## config.mk

```make
export PLATFORM = sky130hd
export DESIGN_NAME = line_scan_track_edge_finder_core
export DESIGN_NICKNAME = d
export VERILOG_FILES = /design/src/sv/lstef_pkg.sv /design/src/sv/line_scan_track_edge_finder_core.sv /design/src/sv/lstef_front.sv /design/src/sv/lstef_queue.sv /design/src/sv/lstef_back.sv
export SDC_FILE = /design/constraint.sdc
export NUM_CORES = 1
export LEC_CHECK = 0
export ABC_AREA = 1
export ABC_CLOCK_PERIOD_IN_PS = 7600
export BUFFER_PORTS_ARGS = -buffer_cell sky130_fd_sc_hd__buf_2
export CAP_MARGIN = 20
export CORE_ASPECT_RATIO = 2
export CORE_MARGIN = 5
export CORE_UTILIZATION = 60
export DETAILED_ROUTE_END_ITERATION = 10
export MAX_ROUTING_LAYER = met4
export PLACE_DENSITY_LB_ADDON = 0.15
export SYNTH_ARGS = -nofsm -noshare
export SYNTH_HDL_FRONTEND = slang
export SYNTH_SLANG_ARGS = --single-unit
```

## constraint.sdc

```tcl
create_clock -name clk -period 7.6 [get_ports clk]
set_input_delay 2.28 -clock clk [delete_from_list [all_inputs] [get_ports clk]]
set_output_delay 2.28 -clock clk [all_outputs]
set_load 0.02 [all_outputs]
```

## src/sv/lstef_pkg.sv

```systemverilog
// ----------------------------------------------------------------------------
// lstef_pkg
// Shared types and constants of the line-scan track edge finder.
// ----------------------------------------------------------------------------
package lstef_pkg;

  localparam int LINE_PIXELS_DEF     = 140;
  localparam int EDGE_LOW_LIMIT_DEF  = 5;
  localparam int EDGE_HIGH_LIMIT_DEF = 135;

  localparam logic [7:0] WHITE_VALUE  = 8'hA0;
  localparam logic [7:0] CENTRE_RESET = 8'd71;

  localparam logic [7:0] THRESHOLD_RESET  = 8'd100;
  localparam logic [7:0] STEP_MIN_RESET   = 8'd100;
  localparam logic [3:0] LINE_WIDTH_RESET = 4'd4;

  // search window: line_width is 4 bits, so at most 15 compared positions
  localparam int WIN     = 15;
  localparam int FILL_W  = $clog2(WIN + 1);

  localparam int QUEUE_DEPTH = 4;

  localparam int POS_W = 8;

  typedef enum logic [1:0] {
    REG_THRESHOLD,
    REG_LEFT_STEP,
    REG_RIGHT_STEP,
    REG_LINE_WIDTH
  } reg_idx_t;

  typedef struct packed {
    logic [7:0] pixel;
    logic       end_of_line;
  } lstef_in_t;

  typedef struct packed {
    logic [7:0] left_edge;
    logic [7:0] right_edge;
    logic [7:0] centre;
    logic       left_lost;
    logic       right_lost;
  } lstef_out_t;

  typedef struct packed {
    logic [7:0] binarize_threshold;
    logic [7:0] left_step_min;
    logic [7:0] right_step_min;
    logic [3:0] line_width;
  } lstef_cfg_t;

  typedef struct packed {
    logic             white;
    logic             we;
    logic [POS_W-1:0] addr;
    logic             eol;
  } lstef_cmd_t;

  typedef struct packed {
    logic full;
    logic empty;
  } lstef_q_stat_t;

  typedef enum logic [1:0] {
    BK_IDLE,
    BK_SCAN,
    BK_DONE
  } bk_state_t;

endpackage

```

## src/sv/line_scan_track_edge_finder_core.sv

```systemverilog
// ----------------------------------------------------------------------------
// line_scan_track_edge_finder_core
// Binarizes one camera line and finds the left and right track edges.
// ----------------------------------------------------------------------------
// A pixel transaction is taken whenever start is high and busy is low; busy
// rises only when the four-entry command queue is full. The search unit
// stores each queued pixel in the line store while idle. The end-of-line
// pixel starts the search, which runs one side after the other through a
// single read port of the line store: per side the compare window is filled,
// the last centre is tested and then every position stepped from it, and
// finally the result is formed and presented. The result is shown with done
// for one cycle and is never held back, so the receiver must take it then.
module line_scan_track_edge_finder_core #(
  parameter int LINE_PIXELS     = lstef_pkg::LINE_PIXELS_DEF,
  parameter int EDGE_LOW_LIMIT  = lstef_pkg::EDGE_LOW_LIMIT_DEF,
  parameter int EDGE_HIGH_LIMIT = lstef_pkg::EDGE_HIGH_LIMIT_DEF
) (
  input  logic                  clk,
  input  logic                  rst,
  input  logic                  start,
  output logic                  busy,
  input  lstef_pkg::lstef_in_t  item,
  output logic                  done,
  output lstef_pkg::lstef_out_t result,
  input  logic                  psel,
  input  logic                  penable,
  input  logic                  pwrite,
  input  logic [3:0]            paddr,
  input  logic [31:0]           pwdata,
  output logic [31:0]           prdata,
  output logic                  pready
);

  lstef_pkg::lstef_cfg_t    cfg;
  lstef_pkg::lstef_cmd_t    push_cmd;
  lstef_pkg::lstef_cmd_t    head;
  lstef_pkg::lstef_q_stat_t q_stat;
  lstef_pkg::reg_idx_t      reg_idx;
  logic                     push;
  logic                     pop;
  logic                     cfg_wr;

  assign pready  = 1'b1;
  assign busy    = q_stat.full;
  assign reg_idx = lstef_pkg::reg_idx_t'(paddr[3:2]);
  assign cfg_wr  = psel && penable && pwrite && pready;

  always_ff @(posedge clk) begin
    if (rst) begin
      cfg.binarize_threshold <= lstef_pkg::THRESHOLD_RESET;
      cfg.left_step_min      <= lstef_pkg::STEP_MIN_RESET;
      cfg.right_step_min     <= lstef_pkg::STEP_MIN_RESET;
      cfg.line_width         <= lstef_pkg::LINE_WIDTH_RESET;
    end else if (cfg_wr) begin
      unique case (reg_idx)
        lstef_pkg::REG_THRESHOLD:  cfg.binarize_threshold <= pwdata[7:0];
        lstef_pkg::REG_LEFT_STEP:  cfg.left_step_min      <= pwdata[7:0];
        lstef_pkg::REG_RIGHT_STEP: cfg.right_step_min     <= pwdata[7:0];
        lstef_pkg::REG_LINE_WIDTH: cfg.line_width         <= pwdata[3:0];
        default: ;
      endcase
    end
  end

  always_comb begin
    unique case (reg_idx)
      lstef_pkg::REG_THRESHOLD:  prdata = {24'b0, cfg.binarize_threshold};
      lstef_pkg::REG_LEFT_STEP:  prdata = {24'b0, cfg.left_step_min};
      lstef_pkg::REG_RIGHT_STEP: prdata = {24'b0, cfg.right_step_min};
      lstef_pkg::REG_LINE_WIDTH: prdata = {28'b0, cfg.line_width};
      default:                   prdata = '0;
    endcase
  end

  lstef_front #(
    .LINE_PIXELS (LINE_PIXELS)
  ) u_front (
    .clk    (clk),
    .rst    (rst),
    .start  (start),
    .item   (item),
    .cfg    (cfg),
    .q_stat (q_stat),
    .push   (push),
    .cmd    (push_cmd)
  );

  lstef_queue u_queue (
    .clk      (clk),
    .rst      (rst),
    .push     (push),
    .push_cmd (push_cmd),
    .pop      (pop),
    .head     (head),
    .stat     (q_stat)
  );

  lstef_back #(
    .LINE_PIXELS     (LINE_PIXELS),
    .EDGE_LOW_LIMIT  (EDGE_LOW_LIMIT),
    .EDGE_HIGH_LIMIT (EDGE_HIGH_LIMIT)
  ) u_back (
    .clk    (clk),
    .rst    (rst),
    .head   (head),
    .q_stat (q_stat),
    .cfg    (cfg),
    .pop    (pop),
    .done   (done),
    .result (result)
  );

endmodule

```

## src/sv/lstef_front.sv

```systemverilog
// ----------------------------------------------------------------------------
// lstef_front
// Accepts pixel transactions, binarizes them and tracks the write position.
// ----------------------------------------------------------------------------
module lstef_front #(
  parameter int LINE_PIXELS = lstef_pkg::LINE_PIXELS_DEF
) (
  input  logic                   clk,
  input  logic                   rst,
  input  logic                   start,
  input  lstef_pkg::lstef_in_t   item,
  input  lstef_pkg::lstef_cfg_t  cfg,
  input  lstef_pkg::lstef_q_stat_t q_stat,
  output logic                   push,
  output lstef_pkg::lstef_cmd_t  cmd
);

  localparam int IDX_W = $clog2(LINE_PIXELS + 1);

  logic [IDX_W-1:0] widx;
  logic [IDX_W-1:0] widx_next;
  logic             room;

  assign room = widx < IDX_W'(LINE_PIXELS);
  assign push = start && !q_stat.full;

  always_comb begin
    cmd.white = item.pixel > cfg.binarize_threshold;
    cmd.we    = room;
    cmd.addr  = lstef_pkg::POS_W'(widx);
    cmd.eol   = item.end_of_line;
  end

  always_comb begin
    widx_next = widx;
    if (push) begin
      if (item.end_of_line) begin
        widx_next = '0;
      end else if (room) begin
        widx_next = widx + IDX_W'(1);
      end
    end
  end

  always_ff @(posedge clk) begin
    if (rst) begin
      widx <= '0;
    end else begin
      widx <= widx_next;
    end
  end

endmodule

```

## src/sv/lstef_queue.sv

```systemverilog
// ----------------------------------------------------------------------------
// lstef_queue
// Short command queue between the classifying front and the search back end.
// ----------------------------------------------------------------------------
module lstef_queue (
  input  logic                     clk,
  input  logic                     rst,
  input  logic                     push,
  input  lstef_pkg::lstef_cmd_t    push_cmd,
  input  logic                     pop,
  output lstef_pkg::lstef_cmd_t    head,
  output lstef_pkg::lstef_q_stat_t stat
);

  localparam int DEPTH = lstef_pkg::QUEUE_DEPTH;
  localparam int PTR_W = $clog2(DEPTH);
  localparam int CNT_W = $clog2(DEPTH + 1);

  lstef_pkg::lstef_cmd_t slots [DEPTH];
  logic [PTR_W-1:0] wr_ptr;
  logic [PTR_W-1:0] rd_ptr;
  logic [CNT_W-1:0] count;
  logic             do_push;
  logic             do_pop;

  assign stat.full  = count == CNT_W'(DEPTH);
  assign stat.empty = count == '0;
  assign do_push    = push && !stat.full;
  assign do_pop     = pop && !stat.empty;
  assign head       = slots[rd_ptr];

  always_ff @(posedge clk) begin
    if (do_push) begin
      slots[wr_ptr] <= push_cmd;
    end
  end

  always_ff @(posedge clk) begin
    if (rst) begin
      wr_ptr <= '0;
      rd_ptr <= '0;
      count  <= '0;
    end else begin
      if (do_push) begin
        wr_ptr <= (wr_ptr == PTR_W'(DEPTH - 1)) ? '0 : wr_ptr + PTR_W'(1);
      end
      if (do_pop) begin
        rd_ptr <= (rd_ptr == PTR_W'(DEPTH - 1)) ? '0 : rd_ptr + PTR_W'(1);
      end
      case ({do_push, do_pop})
        2'b10:   count <= count + CNT_W'(1);
        2'b01:   count <= count - CNT_W'(1);
        default: count <= count;
      endcase
    end
  end

endmodule

```

## src/sv/lstef_back.sv

```systemverilog
// ----------------------------------------------------------------------------
// lstef_back
// Stores the binarized line and runs the left and right edge searches.
// ----------------------------------------------------------------------------
module lstef_back #(
  parameter int LINE_PIXELS     = lstef_pkg::LINE_PIXELS_DEF,
  parameter int EDGE_LOW_LIMIT  = lstef_pkg::EDGE_LOW_LIMIT_DEF,
  parameter int EDGE_HIGH_LIMIT = lstef_pkg::EDGE_HIGH_LIMIT_DEF
) (
  input  logic                     clk,
  input  logic                     rst,
  input  lstef_pkg::lstef_cmd_t    head,
  input  lstef_pkg::lstef_q_stat_t q_stat,
  input  lstef_pkg::lstef_cfg_t    cfg,
  output logic                     pop,
  output logic                     done,
  output lstef_pkg::lstef_out_t    result
);

  localparam int AW   = $clog2(LINE_PIXELS);
  localparam int WIN  = lstef_pkg::WIN;
  localparam int FW   = lstef_pkg::FILL_W;
  localparam int PW   = lstef_pkg::POS_W;

  lstef_pkg::bk_state_t state;
  lstef_pkg::bk_state_t state_next;

  logic              line_mem [LINE_PIXELS];
  logic              side;
  logic [PW-1:0]     cur_p;
  logic signed [9:0] rd_addr;
  logic              rd_bit;
  logic              rd_vld;
  logic [WIN-1:0]    win;
  logic [FW-1:0]     fill;
  logic [PW-1:0]     le;
  logic              llost;
  logic [PW-1:0]     re;
  logic              rlost;
  logic [PW-1:0]     last_centre;

  logic              issue;
  logic              rd_ok;
  logic              eval;
  logic              lost_now;
  logic              found;
  logic              side_end;
  logic              restart;
  logic [7:0]        step_min;
  logic [8:0]        lim;
  logic [3:0]        n_win;
  logic [8:0]        edge_sum;
  logic [PW-1:0]     left_v;
  logic [PW-1:0]     right_v;

  assign rd_ok = (rd_addr >= 10'sd0) && (rd_addr < 10'(LINE_PIXELS));
  assign eval  = (state == lstef_pkg::BK_SCAN) && (fill == FW'(WIN));
  assign step_min = side ? cfg.right_step_min : cfg.left_step_min;

  always_comb begin
    if (side) begin
      lost_now = {1'b0, cur_p} >= 9'(EDGE_HIGH_LIMIT);
      lim      = 9'(EDGE_HIGH_LIMIT) - {1'b0, cur_p};
    end else begin
      lost_now = {1'b0, cur_p} <= 9'(EDGE_LOW_LIMIT);
      lim      = {1'b0, cur_p};
    end
    n_win = (lim < {5'b0, cfg.line_width}) ? lim[3:0] : cfg.line_width;
  end

  // trailing run of steps over the window must reach line_width - 1
  always_comb begin
    logic [4:0] need;
    logic [4:0] kk;
    logic       bp;
    logic       bq;
    logic       ck;
    logic       req;
    logic       all_ok;
    need   = {1'b0, cfg.line_width} - 5'd1;
    bp     = win[WIN-1];
    all_ok = 1'b1;
    for (int k = 0; k < WIN; k++) begin
      kk = 5'(k);
      bq = win[WIN-1-k];
      if (step_min == 8'd0) begin
        ck = !(!bp && bq);
      end else if (step_min <= lstef_pkg::WHITE_VALUE) begin
        ck = bp && !bq;
      end else begin
        ck = 1'b0;
      end
      req = (kk < {1'b0, n_win}) && ((kk + need) >= {1'b0, n_win});
      all_ok = all_ok && (!req || ck);
    end
    if (cfg.line_width <= 4'd1) begin
      found = 1'b1;
    end else begin
      found = ({1'b0, n_win} >= need) && all_ok;
    end
  end

  assign side_end = eval && (lost_now || found);

  always_comb begin
    state_next = state;
    unique case (state)
      lstef_pkg::BK_IDLE: begin
        if (!q_stat.empty && head.eol) begin
          state_next = lstef_pkg::BK_SCAN;
        end
      end
      lstef_pkg::BK_SCAN: begin
        if (side_end && side) begin
          state_next = lstef_pkg::BK_DONE;
        end
      end
      lstef_pkg::BK_DONE: begin
        state_next = lstef_pkg::BK_IDLE;
      end
      default: state_next = lstef_pkg::BK_IDLE;
    endcase
  end

  always_comb begin
    pop   = 1'b0;
    issue = 1'b0;
    unique case (state)
      lstef_pkg::BK_IDLE: pop   = !q_stat.empty;
      lstef_pkg::BK_SCAN: issue = !side_end;
      lstef_pkg::BK_DONE: ;
      default: ;
    endcase
  end

  assign restart = (pop && head.eol) || (side_end && !side);

  always_ff @(posedge clk) begin
    if (rst) begin
      state <= lstef_pkg::BK_IDLE;
    end else begin
      state <= state_next;
    end
  end

  // line store
  always_ff @(posedge clk) begin
    if (pop && head.we) begin
      line_mem[head.addr[AW-1:0]] <= head.white;
    end
  end

  always_ff @(posedge clk) begin
    if (issue && rd_ok) begin
      rd_bit <= line_mem[rd_addr[AW-1:0]];
    end else begin
      rd_bit <= 1'b0;
    end
  end

  always_ff @(posedge clk) begin
    if (rst) begin
      rd_vld <= 1'b0;
      fill   <= '0;
      side   <= 1'b0;
    end else begin
      rd_vld <= issue;
      if (restart) begin
        fill <= '0;
        side <= !pop;
      end else if (rd_vld && (fill != FW'(WIN))) begin
        fill <= fill + FW'(1);
      end
    end
  end

  always_ff @(posedge clk) begin
    if (rd_vld) begin
      win <= {win[WIN-2:0], rd_bit};
    end
    if (restart) begin
      cur_p   <= last_centre;
      rd_addr <= signed'({2'b00, last_centre});
    end else begin
      if (issue) begin
        rd_addr <= side ? rd_addr + 10'sd1 : rd_addr - 10'sd1;
      end
      if (eval && !lost_now && !found) begin
        cur_p <= side ? cur_p + PW'(1) : cur_p - PW'(1);
      end
    end
    if (side_end && !side) begin
      le    <= cur_p;
      llost <= lost_now;
    end
    if (side_end && side) begin
      re    <= cur_p;
      rlost <= lost_now;
    end
  end

  assign left_v   = llost ? PW'(EDGE_LOW_LIMIT) : le;
  assign right_v  = rlost ? PW'(EDGE_HIGH_LIMIT) : re;
  assign edge_sum = {1'b0, left_v} + {1'b0, right_v};

  always_ff @(posedge clk) begin
    if (state == lstef_pkg::BK_DONE) begin
      result.left_edge  <= left_v;
      result.right_edge <= right_v;
      result.centre     <= (llost && rlost) ? last_centre : edge_sum[8:1];
      result.left_lost  <= llost;
      result.right_lost <= rlost;
    end
  end

  always_ff @(posedge clk) begin
    if (rst) begin
      done        <= 1'b0;
      last_centre <= lstef_pkg::CENTRE_RESET;
    end else begin
      done <= state == lstef_pkg::BK_DONE;
      if ((state == lstef_pkg::BK_DONE) && !(llost && rlost)) begin
        last_centre <= edge_sum[8:1];
      end
    end
  end

endmodule

```

==> results of run 1 <==
[sequential cells by signal, summed over array words and instances, names as in the netlist, 3 cells and up, named ones only]
signal,cells
u_back.line_mem,140
u_queue.slots,44
cfg,28
u_back.result,26
u_back.win,15
u_back.rd_addr,10
u_back.cur_p,8
u_back.last_centre,8
u_back.le,8
u_back.re,8
u_front.widx,8
u_back.fill,4
u_queue.count,3
[kinds of logic after synthesis]
group                      Yosys count  synth area share (%)
DFF                                324                  54.1
buffers and inverters              250                  6.38
muxes                                1                0.0597
and+or+nand+nor                    802                  19.6
AOI/OAI and AO/OA                  338                  11.6
xor gates and xnor gates            38                  1.98
adders and majority gates           81                  6.22
other                                2                0.0448
[final cells by class]
cell class	instances	area [µm²]	share of cell area [%]
clock buffers	36	769	4.20
clock inverters	14	238	1.30
inverters	168	631	3.44
multi-input cells	1285	6730	36.7
flip-flops and latches	324	9080	49.6
well taps	352	440	2.40
repair buffers	72	434	2.37
[power groups by stage]
stage	clock network [µW]	registers, µW	logic [µW]
6_report	1550	2410	2080
5_1_grt	1630	2430	2330
4_1_cts	1570	2420	2060
3_5_place_dp	0	2450	2050
3_3_place_gp	0	2450	1990
2_1_floorplan	0	2410	1510
[synthesized netlist by cell type (8+ instances only)]
cell type | number | area, µm²
nand2_2 | 8 | 50.1
ha_1 | 77 | 963
o21ai_0 | 142 | 711
nor3_1 | 15 | 75.1
dfxtp_1 | 65 | 1300
edfxtp_1 | 259 | 7780
o22ai_1 | 36 | 225
nor2_1 | 359 | 1350
buf_4 | 25 | 188
nand2_1 | 307 | 1150
inv_1 | 158 | 593
nand3_1 | 72 | 360
xnor2_1 | 15 | 131
clkbuf_1 | 47 | 176
or2_2 | 8 | 50.1
xor2_1 | 23 | 201
a21oi_1 | 91 | 455
nand4_1 | 8 | 50.1
o211ai_1 | 12 | 90.1
[per-layer routing]
layer  vias up  part of all wire (%)  track usage, %
met4         0                   7.8            18.1
met5         -                     0               -
met1      6086                    32            24.3
met2       362                    57            52.7
met3       159                   3.3            2.26
li1       6264                     -               -
[per-stage QoR]
step           hold slack [ns]  utilization (%)
2_1_floorplan            0.386                -
3_3_place_gp             0.397             62.6
3_5_place_dp             0.396             62.6
4_1_cts                  0.423             66.3
5_1_grt                  0.427             66.5
6_report                 0.421             66.5
[worst reg2reg max path, delay by kind of cell, from the launching register on]
family	cells	cell delay, ns
compound gates	2	0.26
xor+xnor	1	0.21
fa+ha+maj	3	0.93
buf+inv	5	0.76
flops	1	0.55
simple gates	17	2.21
[cell usage in the layout (no fill, tap or decap), types with 23 or more instances in the layout]
cell type	n
nand3_1	72
o21ai_0	142
nor2_1	358
a21oi_1	91
edfxtp_1	259
xor2_1	23
buf_2	60
dfxtp_1	65
ha_1	77
conb_1	25
nand2_1	307
clkbuf_16	27
o22ai_1	35
inv_1	158
[worst max-delay path by stage]
stage                     startpoint                            to  slack, ns  depth (start not counted)
after global routing        paddr[2]                     prdata[1]       1.76                          9
final                       paddr[2]                     prdata[3]       1.84                          9
after floorplan                 flop  u_back.line_mem[0]$_DFFE_PP_       2.00                          4
after CTS                   paddr[2]                     prdata[3]       1.88                          9
after global placement      paddr[2]                     prdata[1]       1.88                          9
after detailed placement    paddr[2]                     prdata[3]       1.88                          9
==> flow_summary.ini, run 1 <==
[drt]
vias = 12900
post_drt_via_cell_ratio = 5.72
routedWlPerCell_um = 18.6
antenna_left = 0
drcViolationCount = 0
drt_pass1_iterations = 5
drt_iter0_markers = 930
routed_wl_um = 41900

[clocking]
htree_levels = 1
cts_setup_buffers = 0
cts_root_buffer = clkbuf_16
insertion_delay_ns = 0.57
cts_tree = done
numCtsBuffers = 27
cts_hold_buf = 0
clock-sinks = 324
clk_pin_slew_ns = 0.07
cts_buffer_depth = 3
cts_resized = 0

[critical_path]
path_buf_inv = 4
worstPathMaxFanout = 6
crit_path_max_incr_delay_ns = 0.23
crit_path_top_delay_cell = a21oi_1
r2r_end = u_back.cur_p[4]$_DFFE_PP_
startpoint_type = primary input
rr_startpoint = cfg[0]$_SDFFE_PP0P_
worstPathCellList = buf_2 > inv_1 > nand2_1 > inv_1 > nand2_1 > o21ai_0 > a21oi_1 > o21ai_0 > buf_2
cp.required_ns = 5.32
end_kind = primary output
crit_family = buffers and inverters
crit_type = primary input to primary output
worst-r2r-cell-count = 28
critPathArrivalTime_ns = 3.48
worst-r2r-setup-slack_ns = 2.33

[finish]
fin_cells = 2251
stdcell_area_um2 = 18300
diodes = 0
n_fill_cell = 2302
synthToLayoutAreaGrowth_pct = 9.21
drive_above_1_share_pct = 8.69
nets = 2010

[timing]
worst_slew_pin_slew_ns = 1.07
fmax_mhz = 174
setup-violations-final = 0
period_share_pct = 75.8
setup_tns_ns = 0
max_slew_margin_pct = 28.1
slew_viol_final = 0
hold_violations = 0
fin_skew_ns = 0.0167
min_period_ns = 5.76
layout_setup_ws_ns = 1.84
rsz0062_at_grt = false

[synth]
ys_warn_count = 0
synth_ff_type = edfxtp_1
synth_cell_types = 59
synth_area_um2 = 16800
ys_seq_area_share_pct = 54.1
async_reset_ff_share_pct = 0
ys_seq_elements = 324
synth_edf_count = 259
syn_avg_cell_area_um2 = 9.14
synth_cells = 1836

[grt]
grt_max_degree = 141
overflow = 0
grt_usage_pct = 27.3
grt_pass1_vias = 12700
grt_pass1_wl_um = 65200
antenna_found_initial = 0

[floorplanning]
core_area_um2 = 27500
die_h_um = 246
rows = 86
die_x_um = 128
start_util_pct = 60.9
ioPinCount = 112
fp.dieArea_um2 = 31600

[pwr]
p_total_uw = 6050
pwr-share-comb_pct = 34.4
p_int_uw = 3790
switchingPower_uw = 2260
p_seq_share_pct = 39.9
p_sw_share_pct = 37.4
power_density_nw_per_um2 = 330
p_leak_uw = 0.00722
p_clk_share_pct = 25.7
ir_drop_v = 0.000205

[place]
port_buffers = 60
dpl_cell_area_um2 = 17200
hpwlAfterDp_um = 30700
pre_cts_ws_ns = 1.88
place_inst = 2198
gp_congestion = 0.984

[hold_path]
hold_depth = 0
hold_start = u_back.rd_bit$_SDFF_PN0_
whs_endpoint = u_back.win[0]$_DFFE_PP_
min_path_type = flop to flop

[status]
status = completed

[flow_run]
maxCapViolations = 0
(Power assumes the default switching activity.)
==> inputs of run 2 (changes only) <==
- ABC_CLOCK_PERIOD_IN_PS: 7600 -> 6000
- clock period: 7.6 -> 6 ns (I/O delays scaled with it)
==> flow_summary.ini, run 2 (synthesis results as in run 1) <==
[critical_path]
end_kind = flop
r2r_end = u_back.cur_p[1]$_DFFE_PP_
critPathArrivalTime_ns = 5.29
rr_startpoint = cfg[0]$_SDFFE_PP0P_
crit_type = flop to flop
worst-r2r-cell-count = 28
startpoint_type = flop
worstPathMaxFanout = 17
crit_top_cell = nand2_1
worst-r2r-setup-slack_ns = 0.92
cp.required_ns = 6.22
crit_path_top_delay_cell = dfxtp_1
crit_path_max_incr_delay_ns = 0.56

[timing]
max_slew_margin_pct = 26.2
fin_skew_ns = 0.0239
rsz0062_at_grt = false
slew_viol_final = 0
setup_tns_ns = 0
worst_slew_pin_slew_ns = 1.10
layout_setup_ws_ns = 0.922
hold_violations = 0
min_period_ns = 5.08
setup-violations-final = 0
fmax_mhz = 197
period_share_pct = 84.6

[pwr]
power_density_nw_per_um2 = 408
ir_drop_v = 0.000249
p_seq_share_pct = 41.2
pwr-share-comb_pct = 35.5
p_clk_share_pct = 23.4
p_int_uw = 4580
switchingPower_uw = 2840
p_leak_uw = 0.00718
p_sw_share_pct = 38.3

[finish]
diodes = 0
nets = 2013
drive_above_1_share_pct = 8.68
largest_register_ff_count = 140
synthToLayoutAreaGrowth_pct = 8.56
stdcell_area_um2 = 18200
final_common_cell = nor2_1
layout.cells.most_common_list = nor2_1 (358), nand2_1 (307), edfxtp_1 (259), inv_1 (158), o21ai_0 (142)

[place]
pre_cts_ws_ns = 1.01
port_buffers = 60
hpwlAfterDp_um = 30800
dpl_cell_area_um2 = 17300
gp_congestion = 0.968

[clocking]
cts_hold_buf = 0
htree_levels = 1
cts_setup_buffers = 0
numCtsBuffers = 27
cts_resized = 0
cts_root_buffer = clkbuf_16
clock-sinks = 324
cts_tree = done
clk_pin_slew_ns = 0.07
cts_buffer_depth = 3
insertion_delay_ns = 0.57

[grt]
grt_max_degree = 141
overflow = 0
grt_pass1_wl_um = 65900
grt_pass1_vias = 12800
antenna_found_initial = 0
grt_usage_pct = 27.5

[floorplanning]
rows = 86
ioPinCount = 112
core_area_um2 = 27500
fp.dieArea_um2 = 31600
die_h_um = 246
start_util_pct = 60.9
die_x_um = 128

[drt]
vias = 13000
antenna_left = 0
routedWlPerCell_um = 18.7
drt_iter0_markers = 1130
drt_pass1_iterations = 5
routed_wl_um = 42200
post_drt_via_cell_ratio = 5.78
drcViolationCount = 0

[flow_run]
maxCapViolations = 0

[status]
status = completed

[hold_path]
min_path_type = flop to flop
whs_endpoint = u_back.win[0]$_DFFE_PP_
hold_start = u_back.rd_bit$_SDFF_PN0_
hold_depth = 0
## run 2: critical path, delay by kind of cell, from the launching register on
family | cells | cell delay, ns
compound gates | 2 | 0.26
xor+xnor | 1 | 0.21
fa+ha+maj | 3 | 0.90
buf+inv | 5 | 0.74
flops | 1 | 0.56
simple gates | 17 | 2.01
## run 2: power by group through the flow
stage | Combinational [µW] | Clock, µW | Sequential (µW)
finish | 2630 | 1740 | 3060
global route | 2930 | 1860 | 3070
CTS | 2600 | 1750 | 3060
detailed placement | 2590 | 0 | 3110
global placement | 2510 | 0 | 3100
floorplan | 1910 | 0 | 3060
## run 2: worst max-delay path by stage
stage	startpoint	endpoint	slack, ns	cells after the start
2_1_floorplan	flop	u_back.line_mem[0]$_DFFE_PP_	0.40	4
3_3_place_gp	cfg[0]$_SDFFE_PP0P_	u_back.rd_addr[0]$_DFFE_PP_	1.10	28
3_5_place_dp	cfg[0]$_SDFFE_PP0P_	u_back.cur_p[1]$_DFFE_PP_	1.01	28
4_1_cts	cfg[0]$_SDFFE_PP0P_	u_back.cur_p[1]$_DFFE_PP_	0.99	28
5_1_grt	cfg[0]$_SDFFE_PP0P_	u_back.cur_p[1]$_DFFE_PP_	0.43	28
6_report	cfg[0]$_SDFFE_PP0P_	u_back.cur_p[1]$_DFFE_PP_	0.92	28
## run 2: area by class of cell
class	count	area [µm²]
clock inverter	11	98.8
clock buffer	39	772
tap	352	440
multi-input combinational	1285	6730
inverter	168	631
sequential	324	9080
timing repair buffer	75	460
fill	2346	9340
## run 2: routing by layer
metal  vias to the layer above  GRT usage [%]  share of wire [%]
li1                       6263              -                  -
met2                       382           53.0                 57
met1                      6230           25.2                 32
met5                         -              -                  0
met4                         0           16.6                7.2
met3                       142           2.52                3.6
## run 2: through the flow
stage / instances / total power (µW) / utilization [%] / hold slack [ns]
floorplan: 1859 / 4970 / - / 0.386
finish: 2254 / 7420 / 66.1 / 0.417
detailed placement: 2200 / 5690 / 62.7 / 0.390
global placement: 2200 / 5620 / 62.7 / 0.395
global route: 2254 / 7860 / 66.1 / 0.422
CTS: 2250 / 7420 / 65.8 / 0.418
==> inputs of run 3 (changes only) <==
- ABC_CLOCK_PERIOD_IN_PS: 6000 -> 5000
- clock period: 6 -> 5 ns (I/O delays scaled with it)
==> flow_summary.ini, run 3 (synthesis results as in run 1) <==
[status]
status = completed

[finish]
synthToLayoutAreaGrowth_pct = 9.43
layout.cells.most_common_list = nor2_1 (358), nand2_1 (306), edfxtp_1 (259), inv_1 (158), o21ai_0 (142)
final_common_cell = nor2_1
nets = 2031
diodes = 0
fin_cells = 2274
stdcell_area_um2 = 18400
drive_above_1_share_pct = 9.63
largest_register_ff_count = 140

[clocking]
cts_buffer_depth = 3
htree_levels = 1
clock-sinks = 324
insertion_delay_ns = 0.58
numCtsBuffers = 29
cts_root_buffer = clkbuf_16
clk_pin_slew_ns = 0.07
cts_tree = done
cts_hold_buf = 0

[timing]
min_period_ns = 4.54
rsz0062_at_grt = false
setup-violations-final = 0
period_share_pct = 90.7
hold_violations = 0
max_slew_margin_pct = 25.3
fmax_mhz = 220
setup_tns_ns = 0
layout_setup_ws_ns = 0.464
fin_skew_ns = 0.0273
worst_slew_pin_slew_ns = 1.12
slew_viol_final = 0

[grt]
grt_max_degree = 74
antenna_found_initial = 0
met1_usage_pct = 24.9
grt_usage_pct = 27.9
grt_pass1_vias = 13100
grt.met3_usage_pct = 2.06
grtUsageMet2_pct = 53.8
grt_pass1_wl_um = 66700
overflow = 0
top_usage_layer = met2

[pwr]
power_density_nw_per_um2 = 494
ir_drop_v = 0.000327
p_leak_uw = 0.00726

[floorplanning]
ioPinCount = 112
core_area_um2 = 27500
die_x_um = 128
fp.dieArea_um2 = 31600
start_util_pct = 60.9
rows = 86
die_h_um = 246

[critical_path]
crit_top_cell = nand2_1
startpoint_type = flop
crit_type = flop to flop
crit_path_top_delay_cell = edfxtp_1
worst-r2r-setup-slack_ns = 0.46
r2r_end = u_back.cur_p[3]$_DFFE_PP_
end_kind = flop
crit_path_max_incr_delay_ns = 0.44
critPathArrivalTime_ns = 4.94
rr_startpoint = u_back.cur_p[2]$_DFFE_PP_
worstPathMaxFanout = 20
worst-r2r-cell-count = 31
cp.required_ns = 5.40

[place]
gp_congestion = 0.977
port_buffers = 60
dpl_cell_area_um2 = 17400
pre_cts_ws_ns = 0.317
hpwlAfterDp_um = 32100
place_inst = 2216

[hold_path]
min_path_type = flop to flop
whs_endpoint = u_back.win[0]$_DFFE_PP_
hold_start = u_back.rd_bit$_SDFF_PN0_
hold_depth = 0

[drt]
post_drt_via_cell_ratio = 5.70
drt_iter0_markers = 843
routedWlPerCell_um = 18.8
vias = 13000
drcViolationCount = 0
drt_pass1_iterations = 5
routed_wl_um = 42800
antenna_left = 0

[flow_run]
maxCapViolations = 0
## run 3: metal layers
metal	share of wire (%)	wire, µm	vias to the layer above
met5	0	0	-
met4	7.9	3370	0
met3	3.5	1480	164
met2	57	24500	372
met1	31	13400	6098
li1	-	-	6323
## run 3: how the worst max path moves through the flow
stage,from,end,cells past startpoint
after floorplan,u_back.side$_SDFFE_PP0P_,u_back.cur_p[0]$_DFFE_PP_,34
after global placement,u_back.cur_p[2]$_DFFE_PP_,u_back.cur_p[3]$_DFFE_PP_,32
after detailed placement,u_back.cur_p[2]$_DFFE_PP_,u_back.cur_p[3]$_DFFE_PP_,31
after CTS,u_back.cur_p[2]$_DFFE_PP_,u_back.cur_p[3]$_DFFE_PP_,31
after global routing,u_back.cur_p[1]$_DFFE_PP_,u_back.cur_p[5]$_DFFE_PP_,33
final,u_back.cur_p[2]$_DFFE_PP_,u_back.cur_p[3]$_DFFE_PP_,31
## run 3: timing repair
action                     CTS  global route
setup buffers                0             2
setup endpoints to repair    0            32
hold endpoints to repair     0             0
gates resized for setup      0             3
## run 3: worst max-delay path, delay by kind of cell, from the launching register on
kind            cells  cell delay (ns)
compound gates      5             0.60
fa+ha+maj           3             0.98
buf+inv             3             0.30
flops               1             0.44
simple gates       20             2.05
## run 3: per-stage QoR
| stage | hold WS (ns) | power (µW) | util (%) |
|---|---|---|---|
| after floorplan | 0.386 | 5940 | - |
| after global placement | 0.394 | 6810 | 63.1 |
| after detailed placement | 0.391 | 6910 | 63.1 |
| after CTS | 0.408 | 9050 | 66.4 |
| after global routing | 0.417 | 9560 | 66.6 |
| final | 0.407 | 9060 | 66.6 |
## run 3: report_power, final
part	switching (µW)	internal, µW	leakage (µW)
combinational	2300	953	0.00394
clock	995	1160	0.000442
sequential	221	3430	0.00288
## run 3: layout make-up
class / count / area [µm²]
fillers: 2270 / 9190
flip-flops and latches: 324 / 9080
multi-input cells: 1285 / 6740
clock buffers: 33 / 761
inverters: 168 / 631
repair buffers: 91 / 544
well taps: 352 / 440
clock inverters: 21 / 158
